**config.mk**
```make
export PLATFORM = sky130hd
export DESIGN_NAME = moving_or_exponential_average
export DESIGN_NICKNAME = d
export VERILOG_FILES = /design/src/rtl/core/mavg_pkg.sv /design/src/rtl/core/moving_or_exponential_average.sv /design/src/rtl/core/mavg_ram.sv /design/src/rtl/core/mavg_ctrl.sv /design/src/rtl/core/mavg_dp.sv
export SDC_FILE = /design/constraint.sdc
export NUM_CORES = 2
export LEC_CHECK = 0
export CORE_MARGIN = 2
export CORE_UTILIZATION = 50
export DETAILED_ROUTE_END_ITERATION = 6
export DONT_BUFFER_PORTS = 1
export GPL_ROUTABILITY_DRIVEN = 0
export GPL_TIMING_DRIVEN = 0
export PLACE_DENSITY = 0.64
export SLEW_MARGIN = 20
export SYNTH_ARGS = -nofsm -noshare
export SYNTH_HDL_FRONTEND = slang
export SYNTH_HIERARCHICAL = 1
export SYNTH_SLANG_ARGS = --single-unit
```
**constraint.sdc**
```tcl
create_clock -name clk -period 14.4 [get_ports clk]
set_input_delay 0.72 -clock clk [delete_from_list [all_inputs] [get_ports clk]]
set_output_delay 0.72 -clock clk [all_outputs]
set_load 0.01 [all_outputs]
```
**src/rtl/core/mavg_pkg.sv**
```systemverilog
// Shared constants, types and register codes for the moving or exponential average block.
package mavg_pkg;

	// Sizing of the sample path and the history ring.
	localparam int WINDOW_MAX  = 64;
	localparam int SAMPLE_BITS = 16;
	localparam int SLOT_W      = $clog2(WINDOW_MAX);
	localparam int WLEN_W      = 7;
	localparam int SUM_W       = SAMPLE_BITS + SLOT_W;
	localparam int DCNT_W      = $clog2(SUM_W);
	localparam int MIX_W       = 17;
	localparam int DIFF_W      = SAMPLE_BITS + 1;
	localparam int PROD_W      = DIFF_W + MIX_W + 1;
	localparam int FRAC_BITS   = 16;

	// Register file layout.
	localparam int PADDR_W = 4;
	localparam int PDATA_W = 32;
	localparam logic [1:0] REG_MODE   = 2'd0;
	localparam logic [1:0] REG_WINDOW = 2'd1;
	localparam logic [1:0] REG_MIX    = 2'd2;

	// Reset values and usable limits of the registers.
	localparam logic              MODE_RESET   = 1'b0;
	localparam logic [WLEN_W-1:0] WINDOW_RESET = WLEN_W'(4);
	localparam logic [MIX_W-1:0]  MIX_RESET    = MIX_W'(32768);
	localparam logic [MIX_W-1:0]  MIX_ONE      = MIX_W'(65536);
	localparam logic [WLEN_W-1:0] WINDOW_MIN   = WLEN_W'(2);
	localparam logic [WLEN_W-1:0] WINDOW_TOP   = WLEN_W'(WINDOW_MAX);

	// Filter mode codes.
	localparam logic MODE_MOVING      = 1'b0;
	localparam logic MODE_EXPONENTIAL = 1'b1;

	// Controller states.
	typedef enum logic [2:0] {
		ST_IDLE,
		ST_MA_UPD,
		ST_DIV_LOAD,
		ST_DIV_STEP,
		ST_EXP_MUL,
		ST_EXP_ADD,
		ST_OUT
	} state_t;

	// Commands from the controller to the datapath.
	typedef struct packed {
		logic take_sample;
		logic ma_update;
		logic div_load;
		logic div_step;
		logic exp_first;
		logic exp_mul;
		logic exp_add;
		logic load_out;
		logic out_sel_exp;
	} cmd_t;

	// Status from the datapath to the controller.
	typedef struct packed {
		logic produce;
		logic div_last;
		logic first_seen;
	} stat_t;

endpackage

```
**src/rtl/core/moving_or_exponential_average.sv**
```systemverilog
// Top level: register port, controller and datapath of the average filter.
//
// Usage: one signed sample word enters on in_valid/in_ready; one filtered
// word leaves on out_valid/out_ready. Registers are written over the APB
// port: filter_mode at 0x0, window_length at 0x4, mix_factor at 0x8.
// Any register write restarts the fill count and the first-sample mark.
// Moving-average mode: after acceptance a word passes the ring update, the
// divider load, the 22-step restoring divider and the output state before the
// next acceptance when it produces a result; while the window is still filling
// and no word is produced, only the ring update comes between acceptances.
// Exponential mode: a word passes the registered multiply and add and then the
// output state; the first word is taken as the smoothed value without them.
// One word is in work at a time. The output register holds a finished word
// while the receiver stalls, and the next sample is still accepted; its own
// result waits in the controller until the output register drains.
// Reset clears the controller, sum, fill count and smoothed value, and loads
// the register reset values. The history ring needs no clearing.
module moving_or_exponential_average (
	input  logic                                    clk,
	input  logic                                    arst_n,
	input  logic                                    psel,
	input  logic                                    penable,
	input  logic                                    pwrite,
	input  logic [mavg_pkg::PADDR_W-1:0]            paddr,
	input  logic [mavg_pkg::PDATA_W-1:0]            pwdata,
	output logic [mavg_pkg::PDATA_W-1:0]            prdata,
	output logic                                    pready,
	input  logic                                    in_valid,
	output logic                                    in_ready,
	input  logic signed [mavg_pkg::SAMPLE_BITS-1:0] sample,
	output logic                                    out_valid,
	input  logic                                    out_ready,
	output logic signed [mavg_pkg::SAMPLE_BITS-1:0] filtered
);
	import mavg_pkg::*;

	logic              mode_q;
	logic [WLEN_W-1:0] window_q;
	logic [MIX_W-1:0]  mix_q;
	logic              wr_en;
	logic              restart;
	logic [WLEN_W-1:0] win;
	logic [MIX_W-1:0]  mix;
	cmd_t              cmd;
	stat_t             stat;

	assign pready = 1'b1;
	assign wr_en  = psel && penable && pwrite && pready;

	// A write to any defined register restarts the averaging.
	assign restart = wr_en && ((paddr[3:2] == REG_MODE) || (paddr[3:2] == REG_WINDOW)
		|| (paddr[3:2] == REG_MIX));

	// Configuration registers.
	always_ff @(posedge clk or negedge arst_n) begin
		if (!arst_n) begin
			mode_q   <= MODE_RESET;
			window_q <= WINDOW_RESET;
			mix_q    <= MIX_RESET;
		end else if (wr_en) begin
			case (paddr[3:2])
				REG_MODE:   mode_q   <= pwdata[0];
				REG_WINDOW: window_q <= pwdata[WLEN_W-1:0];
				REG_MIX:    mix_q    <= pwdata[MIX_W-1:0];
				default:    ;
			endcase
		end
	end

	// Register read back.
	always_comb begin
		case (paddr[3:2])
			REG_MODE:   prdata = PDATA_W'(mode_q);
			REG_WINDOW: prdata = PDATA_W'(window_q);
			REG_MIX:    prdata = PDATA_W'(mix_q);
			default:    prdata = '0;
		endcase
	end

	// Window and mix weight limited to their usable ranges.
	assign win = (window_q < WINDOW_MIN) ? WINDOW_MIN :
		(window_q > WINDOW_TOP) ? WINDOW_TOP : window_q;
	assign mix = (mix_q > MIX_ONE) ? MIX_ONE : mix_q;

	mavg_ctrl u_ctrl (
		.clk         (clk),
		.arst_n      (arst_n),
		.in_valid    (in_valid),
		.in_ready    (in_ready),
		.out_valid   (out_valid),
		.out_ready   (out_ready),
		.filter_mode (mode_q),
		.stat        (stat),
		.cmd         (cmd)
	);

	mavg_dp u_dp (
		.clk      (clk),
		.arst_n   (arst_n),
		.cmd      (cmd),
		.stat     (stat),
		.restart  (restart),
		.win      (win),
		.mix      (mix),
		.sample   (sample),
		.filtered (filtered)
	);

endmodule

```
**src/rtl/core/mavg_ram.sv**
```systemverilog
// Generic single-write, single-read RAM with registered read data.
module mavg_ram #(
	parameter int WIDTH = 16,
	parameter int DEPTH = 64
) (
	input  logic                     clk,
	input  logic                     we,
	input  logic [$clog2(DEPTH)-1:0] waddr,
	input  logic [WIDTH-1:0]         wdata,
	input  logic [$clog2(DEPTH)-1:0] raddr,
	output logic [WIDTH-1:0]         rdata
);

	logic [WIDTH-1:0] mem_q [DEPTH];
	logic [WIDTH-1:0] rdata_q;

	// Write port and registered read port.
	always_ff @(posedge clk) begin
		if (we) begin
			mem_q[waddr] <= wdata;
		end
		rdata_q <= mem_q[raddr];
	end

	assign rdata = rdata_q;

endmodule

```
**src/rtl/core/mavg_ctrl.sv**
```systemverilog
// Controller state machine that sequences the average and mix datapath.
module mavg_ctrl (
	input  logic           clk,
	input  logic           arst_n,
	input  logic           in_valid,
	output logic           in_ready,
	output logic           out_valid,
	input  logic           out_ready,
	input  logic           filter_mode,
	input  mavg_pkg::stat_t stat,
	output mavg_pkg::cmd_t  cmd
);
	import mavg_pkg::*;

	state_t state_q;
	state_t state_d;
	logic   out_valid_q;
	logic   out_free;

	// The output register can take a new word when empty or being drained.
	assign out_free = !out_valid_q || out_ready;

	// State register and output valid flag.
	always_ff @(posedge clk or negedge arst_n) begin
		if (!arst_n) begin
			state_q     <= ST_IDLE;
			out_valid_q <= 1'b0;
		end else begin
			state_q <= state_d;
			if (cmd.load_out) begin
				out_valid_q <= 1'b1;
			end else if (out_ready) begin
				out_valid_q <= 1'b0;
			end
		end
	end

	// Next state and commands.
	always_comb begin
		state_d         = state_q;
		cmd             = '0;
		cmd.out_sel_exp = (filter_mode == MODE_EXPONENTIAL);
		in_ready        = 1'b0;
		case (state_q)
			ST_IDLE: begin
				in_ready = 1'b1;
				if (in_valid) begin
					cmd.take_sample = 1'b1;
					state_d = (filter_mode == MODE_EXPONENTIAL) ? ST_EXP_MUL : ST_MA_UPD;
				end
			end
			ST_MA_UPD: begin
				cmd.ma_update = 1'b1;
				state_d = stat.produce ? ST_DIV_LOAD : ST_IDLE;
			end
			ST_DIV_LOAD: begin
				cmd.div_load = 1'b1;
				state_d = ST_DIV_STEP;
			end
			ST_DIV_STEP: begin
				cmd.div_step = 1'b1;
				if (stat.div_last) begin
					state_d = ST_OUT;
				end
			end
			ST_EXP_MUL: begin
				if (!stat.first_seen) begin
					cmd.exp_first = 1'b1;
					state_d = ST_OUT;
				end else begin
					cmd.exp_mul = 1'b1;
					state_d = ST_EXP_ADD;
				end
			end
			ST_EXP_ADD: begin
				cmd.exp_add = 1'b1;
				state_d = ST_OUT;
			end
			ST_OUT: begin
				if (out_free) begin
					cmd.load_out = 1'b1;
					state_d = ST_IDLE;
				end
			end
			default: begin
				state_d = ST_IDLE;
			end
		endcase
	end

	assign out_valid = out_valid_q;

endmodule

```
**src/rtl/core/mavg_dp.sv**
```systemverilog
// Datapath: history ring, running sum, restoring divider and exponential mix.
module mavg_dp (
	input  logic                                 clk,
	input  logic                                 arst_n,
	input  mavg_pkg::cmd_t                       cmd,
	output mavg_pkg::stat_t                      stat,
	input  logic                                 restart,
	input  logic [mavg_pkg::WLEN_W-1:0]          win,
	input  logic [mavg_pkg::MIX_W-1:0]           mix,
	input  logic signed [mavg_pkg::SAMPLE_BITS-1:0] sample,
	output logic signed [mavg_pkg::SAMPLE_BITS-1:0] filtered
);
	import mavg_pkg::*;

	logic signed [SAMPLE_BITS-1:0] x_q;
	logic signed [SAMPLE_BITS-1:0] y_q;
	logic signed [SUM_W-1:0]       sum_q;
	logic [SLOT_W-1:0]             slot_q;
	logic [WLEN_W-1:0]             fill_q;
	logic                          first_q;
	logic [WLEN_W-1:0]             rem_q;
	logic [SUM_W-1:0]              quo_q;
	logic [DCNT_W-1:0]             dcnt_q;
	logic                          neg_q;
	logic signed [PROD_W-1:0]      prod_q;
	logic signed [SAMPLE_BITS-1:0] filtered_q;

	logic signed [SAMPLE_BITS-1:0] old_x;
	logic                          full;
	logic signed [SUM_W-1:0]       sum_d;
	logic [WLEN_W-1:0]             slot_inc;
	logic [WLEN_W:0]               trial;
	logic                          trial_ok;
	logic [SUM_W-1:0]              quo_signed;
	logic signed [DIFF_W-1:0]      diff;
	logic signed [DIFF_W-1:0]      step;
	logic signed [DIFF_W-1:0]      y_sum;

	// History ring, read at the write slot so the oldest sample is ready after acceptance.
	mavg_ram #(
		.WIDTH (SAMPLE_BITS),
		.DEPTH (WINDOW_MAX)
	) u_ring (
		.clk   (clk),
		.we    (cmd.ma_update),
		.waddr (slot_q),
		.wdata (x_q),
		.raddr (slot_q),
		.rdata (old_x)
	);

	// Running sum update and ring bookkeeping.
	assign full     = (fill_q >= win);
	assign sum_d    = sum_q - (full ? SUM_W'(old_x) : '0) + SUM_W'(x_q);
	assign slot_inc = {1'b0, slot_q} + WLEN_W'(1);

	// One restoring division step: quotient bits shift in from the right.
	assign trial    = {rem_q, quo_q[SUM_W-1]};
	assign trial_ok = (trial >= {1'b0, win});

	// Sign-corrected quotient.
	assign quo_signed = neg_q ? (~quo_q + SUM_W'(1)) : quo_q;

	// Exponential mix terms.
	assign diff  = DIFF_W'(x_q) - DIFF_W'(y_q);
	assign step  = prod_q[FRAC_BITS +: DIFF_W];
	assign y_sum = DIFF_W'(y_q) + step;

	assign stat.produce    = full || (fill_q + WLEN_W'(1) == win);
	assign stat.div_last   = (dcnt_q == DCNT_W'(SUM_W - 1));
	assign stat.first_seen = first_q;

	// Control-like state: fill count, slot, first-sample mark and running sum.
	always_ff @(posedge clk or negedge arst_n) begin
		if (!arst_n) begin
			sum_q   <= '0;
			slot_q  <= '0;
			fill_q  <= '0;
			first_q <= 1'b0;
			y_q     <= '0;
		end else if (restart) begin
			sum_q   <= '0;
			slot_q  <= '0;
			fill_q  <= '0;
			first_q <= 1'b0;
		end else begin
			if (cmd.ma_update) begin
				sum_q  <= sum_d;
				slot_q <= (slot_inc == win) ? '0 : slot_inc[SLOT_W-1:0];
				if (!full) begin
					fill_q <= fill_q + WLEN_W'(1);
				end
			end
			if (cmd.exp_first) begin
				y_q     <= x_q;
				first_q <= 1'b1;
			end
			if (cmd.exp_add) begin
				y_q <= y_sum[SAMPLE_BITS-1:0];
			end
		end
	end

	// Payload registers: sample, divider, product and output word.
	always_ff @(posedge clk) begin
		if (cmd.take_sample) begin
			x_q <= sample;
		end
		if (cmd.div_load) begin
			neg_q  <= sum_q[SUM_W-1];
			quo_q  <= sum_q[SUM_W-1] ? (~sum_q + SUM_W'(1)) : sum_q;
			rem_q  <= '0;
			dcnt_q <= '0;
		end else if (cmd.div_step) begin
			rem_q  <= trial_ok ? WLEN_W'(trial - {1'b0, win}) : trial[WLEN_W-1:0];
			quo_q  <= {quo_q[SUM_W-2:0], trial_ok};
			dcnt_q <= dcnt_q + DCNT_W'(1);
		end
		if (cmd.exp_mul) begin
			prod_q <= PROD_W'(diff) * $signed({1'b0, mix});
		end
		if (cmd.load_out) begin
			filtered_q <= cmd.out_sel_exp ? y_q : quo_signed[SAMPLE_BITS-1:0];
		end
	end

	assign filtered = filtered_q;

endmodule
```
Yosys cells after proc, flatten, opt, wreduce, memory -nomap -nowiden:

Memory sizes are Yosys's and may differ from the RTL's. A register that Yosys moved wholly into a read port is not among the register bits.
Cells that the tools add are included.

* register bits after elaboration: 180
* memories: 1
* output and inout port bits: 51
* RAM bits: 1024
* word-level logic and storage cells: 119
* input bits: 59

Memories
* u_dp.u_ring.mem_q: words 64, bits a word 16, read ports 1, clocked after memory_dff 1, wr ports 1, line mavg_ram.sv:14 `logic [WIDTH-1:0] mem_q [DEPTH];`

* bitwise gates (word level): 3
* order comparisons: 5
* reduce and logical (&&, ||, !) cells: 21
* mux-type cells: 46
* add/sub/neg operators: 10
* equality and inequality tests: 15
* multipliers: 1

Operator list (count)
* 2-to-1 mux 22 bit: 6
* 2-to-1 mux 16 bit: 4
* one-hot mux 17 bit (3 select lines): 1
* 2-to-1 mux 7 bit: 6
* multiplier 17 x 18 -> 32 bit: 1
* adder 22 x 2 -> 22 bit (second input constant): 1
* adder 22 bit: 1
* NOT 22 bit: 1
* subtractor 22 bit: 1
* one-hot mux 3 bit (7 select lines): 1
* 2-to-1 mux 6 bit: 3
* greater-than comparator 17 bit (second input constant): 1
* 2-to-1 mux 1 bit: 17
* 2-to-1 mux 17 bit: 1
* subtractor 16 x 16 -> 17 bit: 1
* adder 16 x 1 -> 16 bit (second input constant): 1
* adder 16 bit: 1
* NOT 16 bit: 1
* equality test 7 bit: 2
* 2-to-1 mux 3 bit: 4
* AND reduction 2 bit: 5
* nonzero test 2 bit: 5
* equality test 3 bit (second input constant): 3
* >= comparator 8 x 7 -> 1 bit: 1
* 22 further kinds: 32

Longest topological paths before layout:

* word-level depth: 9
* gate-level depth with buffers: 33
* gate-level depth less buffers: 32

Hierarchy:

The synthesis kept the hierarchy.

Modules (own cells, without submodules)
* mavg_ram: area an instance 40042.2 um2, times used 1, seq. area each 31069.8 um2, cells an instance 1829
* mavg_dp: area an instance 18885.6 um2, times used 1, seq. area each 3673.5 um2, cells an instance 2091
* moving_or_exponential_average: area an instance 1495.2 um2, times used 1, seq. area each 628.1 um2, cells an instance 133
* mavg_ctrl: area an instance 302.8 um2, times used 1, seq. area each 100.1 um2, cells an instance 34

Worst setup path before layout:

OpenSTA, ideal clock, no wires.

* path type: register -> register
* start point: register u_dp.x_q[2]
* end point: register u_dp.prod_q[31], data pin
* data required time: 14.132 ns
* period minus slack after synthesis: 8.787 ns
* buffers on the path: 1
* data arrival time: 8.519 ns
* setup slack: 5.613 ns
* stages on the path, launching flop included: 31
* setup time: 0.268 ns
* cells stage by stage: edfxtp_1 ha_1 nor2b_1 o31a_1 or3_1 a41o_1 o21a_1 a21o_1 a21oi_2 xnor2_1 buf_6 nand2_1 fa_1 fa_1 inv_1 fa_1 fa_1 fa_1 inv_1 fa_1 inv_1 ha_1 a21o_1 a21o_1 a21oi_1 o21ai_0 o21ba_2 a21oi_1 a31o_2 a21oi_1 xnor3_1

* cells in the longest elaborated chain, start to end: 2

RTL lines
* start, declared: line mavg_dp.sv:15 `logic signed [SAMPLE_BITS-1:0] x_q;`
* start signal, assigned: line mavg_dp.sv:107 `x_q <= sample;`
* subtractor 16 x 16 -> 17 bit: line mavg_dp.sv:65 `assign diff = DIFF_W'(x_q) - DIFF_W'(y_q);`
* multiplier 17 x 18 -> 32 bit: line mavg_dp.sv:120 `prod_q <= PROD_W'(diff) * $signed({1'b0, mix});`
* end signal, assigned: line mavg_dp.sv:120
* end, declared: line mavg_dp.sv:25 `logic signed [PROD_W-1:0] prod_q;`

No other way between the ends.
A chain may end at the register's enable or synchronous reset.

Worst setup path after layout:

* start point: register u_dp.x_q[1]
* end point: register u_dp.prod_q[31], data pin

The elaborated chain is that of the path after synthesis.

==> results.md <==
* Data arrival, critical path at about 11 ns
* Max Slew Vio Count at 0
* CP dominant cell by count: fa_1
* Max cap viols at 0
* Initial core utilization at 50.5%
* Fin nets at 4820
* Number of flops mapped to enable cells by yosys at 1095
* Htree depth at 3
* Dominant combinational cell family by area after synthesis: adder cells
* Syn Area/Cell at 14.9 um2
* Synth top area share at a little over half
* Status: finished, final reports clean
* Residual DRC at 0
* CTS Hold Bufs at 2
* Worst-Margin Slew at between 1 and 1.5 ns
* Yosys cell types at 98
* Drt pass-1 iters at 6
* CTS tree: yes
* Post-DP HPWL at 120000 um
* Vias at around 36000
* Crit path buffers/inverters at 8
* RSZ-0062 raised after global routing: no
* Clk buf depth at 3
* Crit Path Max Fanout at 17
* Slowest CP cell: edfxtp_1
* Post-DRT Antenna Nets at 0
* Initial antenna violation count at 9
* Cells after Synth at between 4000 and 5000
* YS warnings at 6
* Crit path launch type: flip-flop
* Prevailing post-synth register cell: edfxtp_1
* Total Neg Setup Slack at 0 ns
* Vias in the first global route at 35500
* Cell taking the most area after synthesis: edfxtp_1
* Via-per-instance ratio at 5.94
* Place WS at 4.12 ns
* PwrDens at 243 nW/um2
* Total area of sequential cells at 35500 um2
* Top cells by area, synth: edfxtp_1 (54%), mux4_2 (8.2%), fa_1 (8.1%), ha_1 (3.7%), dfrtp_1 (3.3%)
* Post-synthesis compound-gate area fraction at between 4 and 5%
* Share of cells above drive strength 1 at about 18%
* Initial drt markers at 4145
* Post-Synth Adder-Cell Area at a little under an eighth
* Post-layout min period at 10.38 ns
* Core area at 120000 um2
* CP peak stage delay at 0.92 ns
* # IOs at 110
* Sink Count at 1204
* Die ar. at 124000 um2
* Crit end category: flip-flop
* Flops & latches, synth at 1204
* P_leak at 25.0 nW
* Grt ovf at 0
* WL final at approximately 160000 um
* Tcrit/Tclk final at 72.1%
* Commonest non-fill, non-tap cells in the layout: edfxtp_1 (1095), inv_1 (417), nand2_1 (275)
* Filler instances at 9436
* Worst hold path class: in -> reg
* Num rows at 127
* Largest net degree at the start of global routing at 82
* Fmax at 0.0963 GHz
* First-pass GRT wire length at 239000 um
* Most common cell after layout, fill and taps aside: edfxtp_1
* Post-synthesis mux area share at 11.4%
* Synthesis-to-finish area growth at 13.3%
* Reg clk slew, reported paths at roughly 0.07 ns
* Mapped cell area at 60700 um2
* Resized cells post-CTS at 0
* Die Y at ~350 um
* Delay-heaviest family, CP: adder cells
* Count of final hold-check violations at 0
* Final Setup Violations at 0
* Port Buf Inserts at 0
* Total GRT Usage at 26.3%
* CTS root buffer: clkbuf_16
* Synth Area in Simple Gates at 7.30%
* Required time worst endpoint at 14.87 ns
* Async S/R FF share, synth at between 6 and 7%
* Core Util, Final at 57.3%
* Worst Clk Skew at 0.0429 ns
* Clock Latency Late Sink at 0.75 ns
* TritonCTS Buffers at 116
* Peak VDD IR at approximately 0.54 mV
* Setup ws final at 4.02 ns
* DR WL/cell at ~27 um
* Setup Buffers After CTS at 0
* Critical path class: reg -> reg
* Slew margin rel. at 2.15%
* Die width at between 300 and 400 um
* Area occupied by multi-input gates at between 20000 and 25000 um2
* Register area share after synthesis at 58.4%
* Post-synthesis xor/xnor area fraction at 1.71%
report_power, final:
group | total [W] | internal, W | switching, W
clock network | 0.00319 | 0.00184 | 0.00134
registers | 0.00439 | 0.00422 | 0.000169
logic | 0.00916 | 0.00377 | 0.00538
total | 0.0167 | 0.00984 | 0.00690
routing by layer:
metal / vias to the layer above / GRT usage, % / part of all wire (%)
li1: 15400 / - / -
met1: 18400 / 37.3 / 41
met5: - / 0 / 0.011
met3: 318 / 5.43 / 9.7
met4: 2 / 8.59 / 3.6
met2: 1813 / 41.0 / 46
logic make-up (layout without fill, tap and decap cells):
group,count (synthesis),in the layout
AOI/OAI and AO/OA,430,430
xor gates and xnor gates,117,117
adders and majority gates,427,427
buffers and inverters,615,947
DFF,1204,1204
muxes,398,398
other,2,17
and+or+nand+nor,894,894
sequential cells by signal, summed over array words and instances (netlist names):
signal             flops
u_dp/dcnt_q            5
u_dp/neg_q             1
u_dp/y_q              16
u_dp/quo_q            22
u_dp/slot_q            6
u_dp/u_ring/mem_q   1024
u_dp/filtered         16
mode_q                 1
u_dp/fill_q            7
u_ctrl/out_valid       1
u_dp/u_ring/rdata     16
u_dp/x_q              16
u_dp/sum_q            22
u_ctrl/state_q         3
u_dp/prod_q           16
mix_q                 17
u_dp/first_q           1
window_q               7
u_dp/rem_q             7
per-stage QoR:
| stage | instances | instance area, um2 | total power [W] | hold slack [ns] |
|---|---|---|---|---|
| 2_1_floorplan | 4101 | 60800 | 0.0110 | 0.424 |
| 3_3_place_gp | 5713 | 62800 | 0.0135 | 0.431 |
| 3_5_place_dp | 5826 | 64800 | 0.0136 | 0.431 |
| 4_1_cts | 6045 | 68800 | 0.0169 | 0.0265 |
| 5_1_grt | 6045 | 68800 | 0.0181 | 0.0291 |
| 6_report | 6046 | 68800 | 0.0167 | 0.0601 |
cells in the mapped netlist (all sizes together), types with 33 or more instances:
cell	count
ha	180
inv	418
a22oi	44
buf	108
mux4	224
a21oi	87
nor2	200
dfrtp	79
and2	136
xnor2	83
o21ai	93
fa	247
nor2b	96
edfxtp	1095
mux2i	115
clkbuf	88
nand2	276
xor2	33
nand3	48
mux2	59
layout make-up:
type / count / share of cell area (%)
Inverter: 419 / 2.29
Tap cell: 1612 / 2.93
Clock buffer: 139 / 4.45
Sequential cell: 1204 / 51.5
Buffer: 196 / 1.71
Antenna cell: 1 / 0.00364
Multi-Input combinational cell: 2282 / 33.1
Timing Repair Buffer: 115 / 2.61
Clock inverter: 78 / 1.35
path summary, 6_finish.rpt:
path,cells after the start,from,slack (ns),to
max,32,u_dp/x_q[1],4.02,u_dp/prod_q[31]
min,0,sample[4],0.06,u_dp/x_q[4]
max reg2reg,32,u_dp/x_q[1],4.02,u_dp/prod_q[31]
min reg2reg,2,u_dp/rem_q[6],0.49,u_dp/rem_q[6]
max in group asynchronous,2,arst_n,13.42,u_dp/sum_q[15]
min in group asynchronous,2,arst_n,0.59,window_q[4]
(Power assumes the default switching activity.)
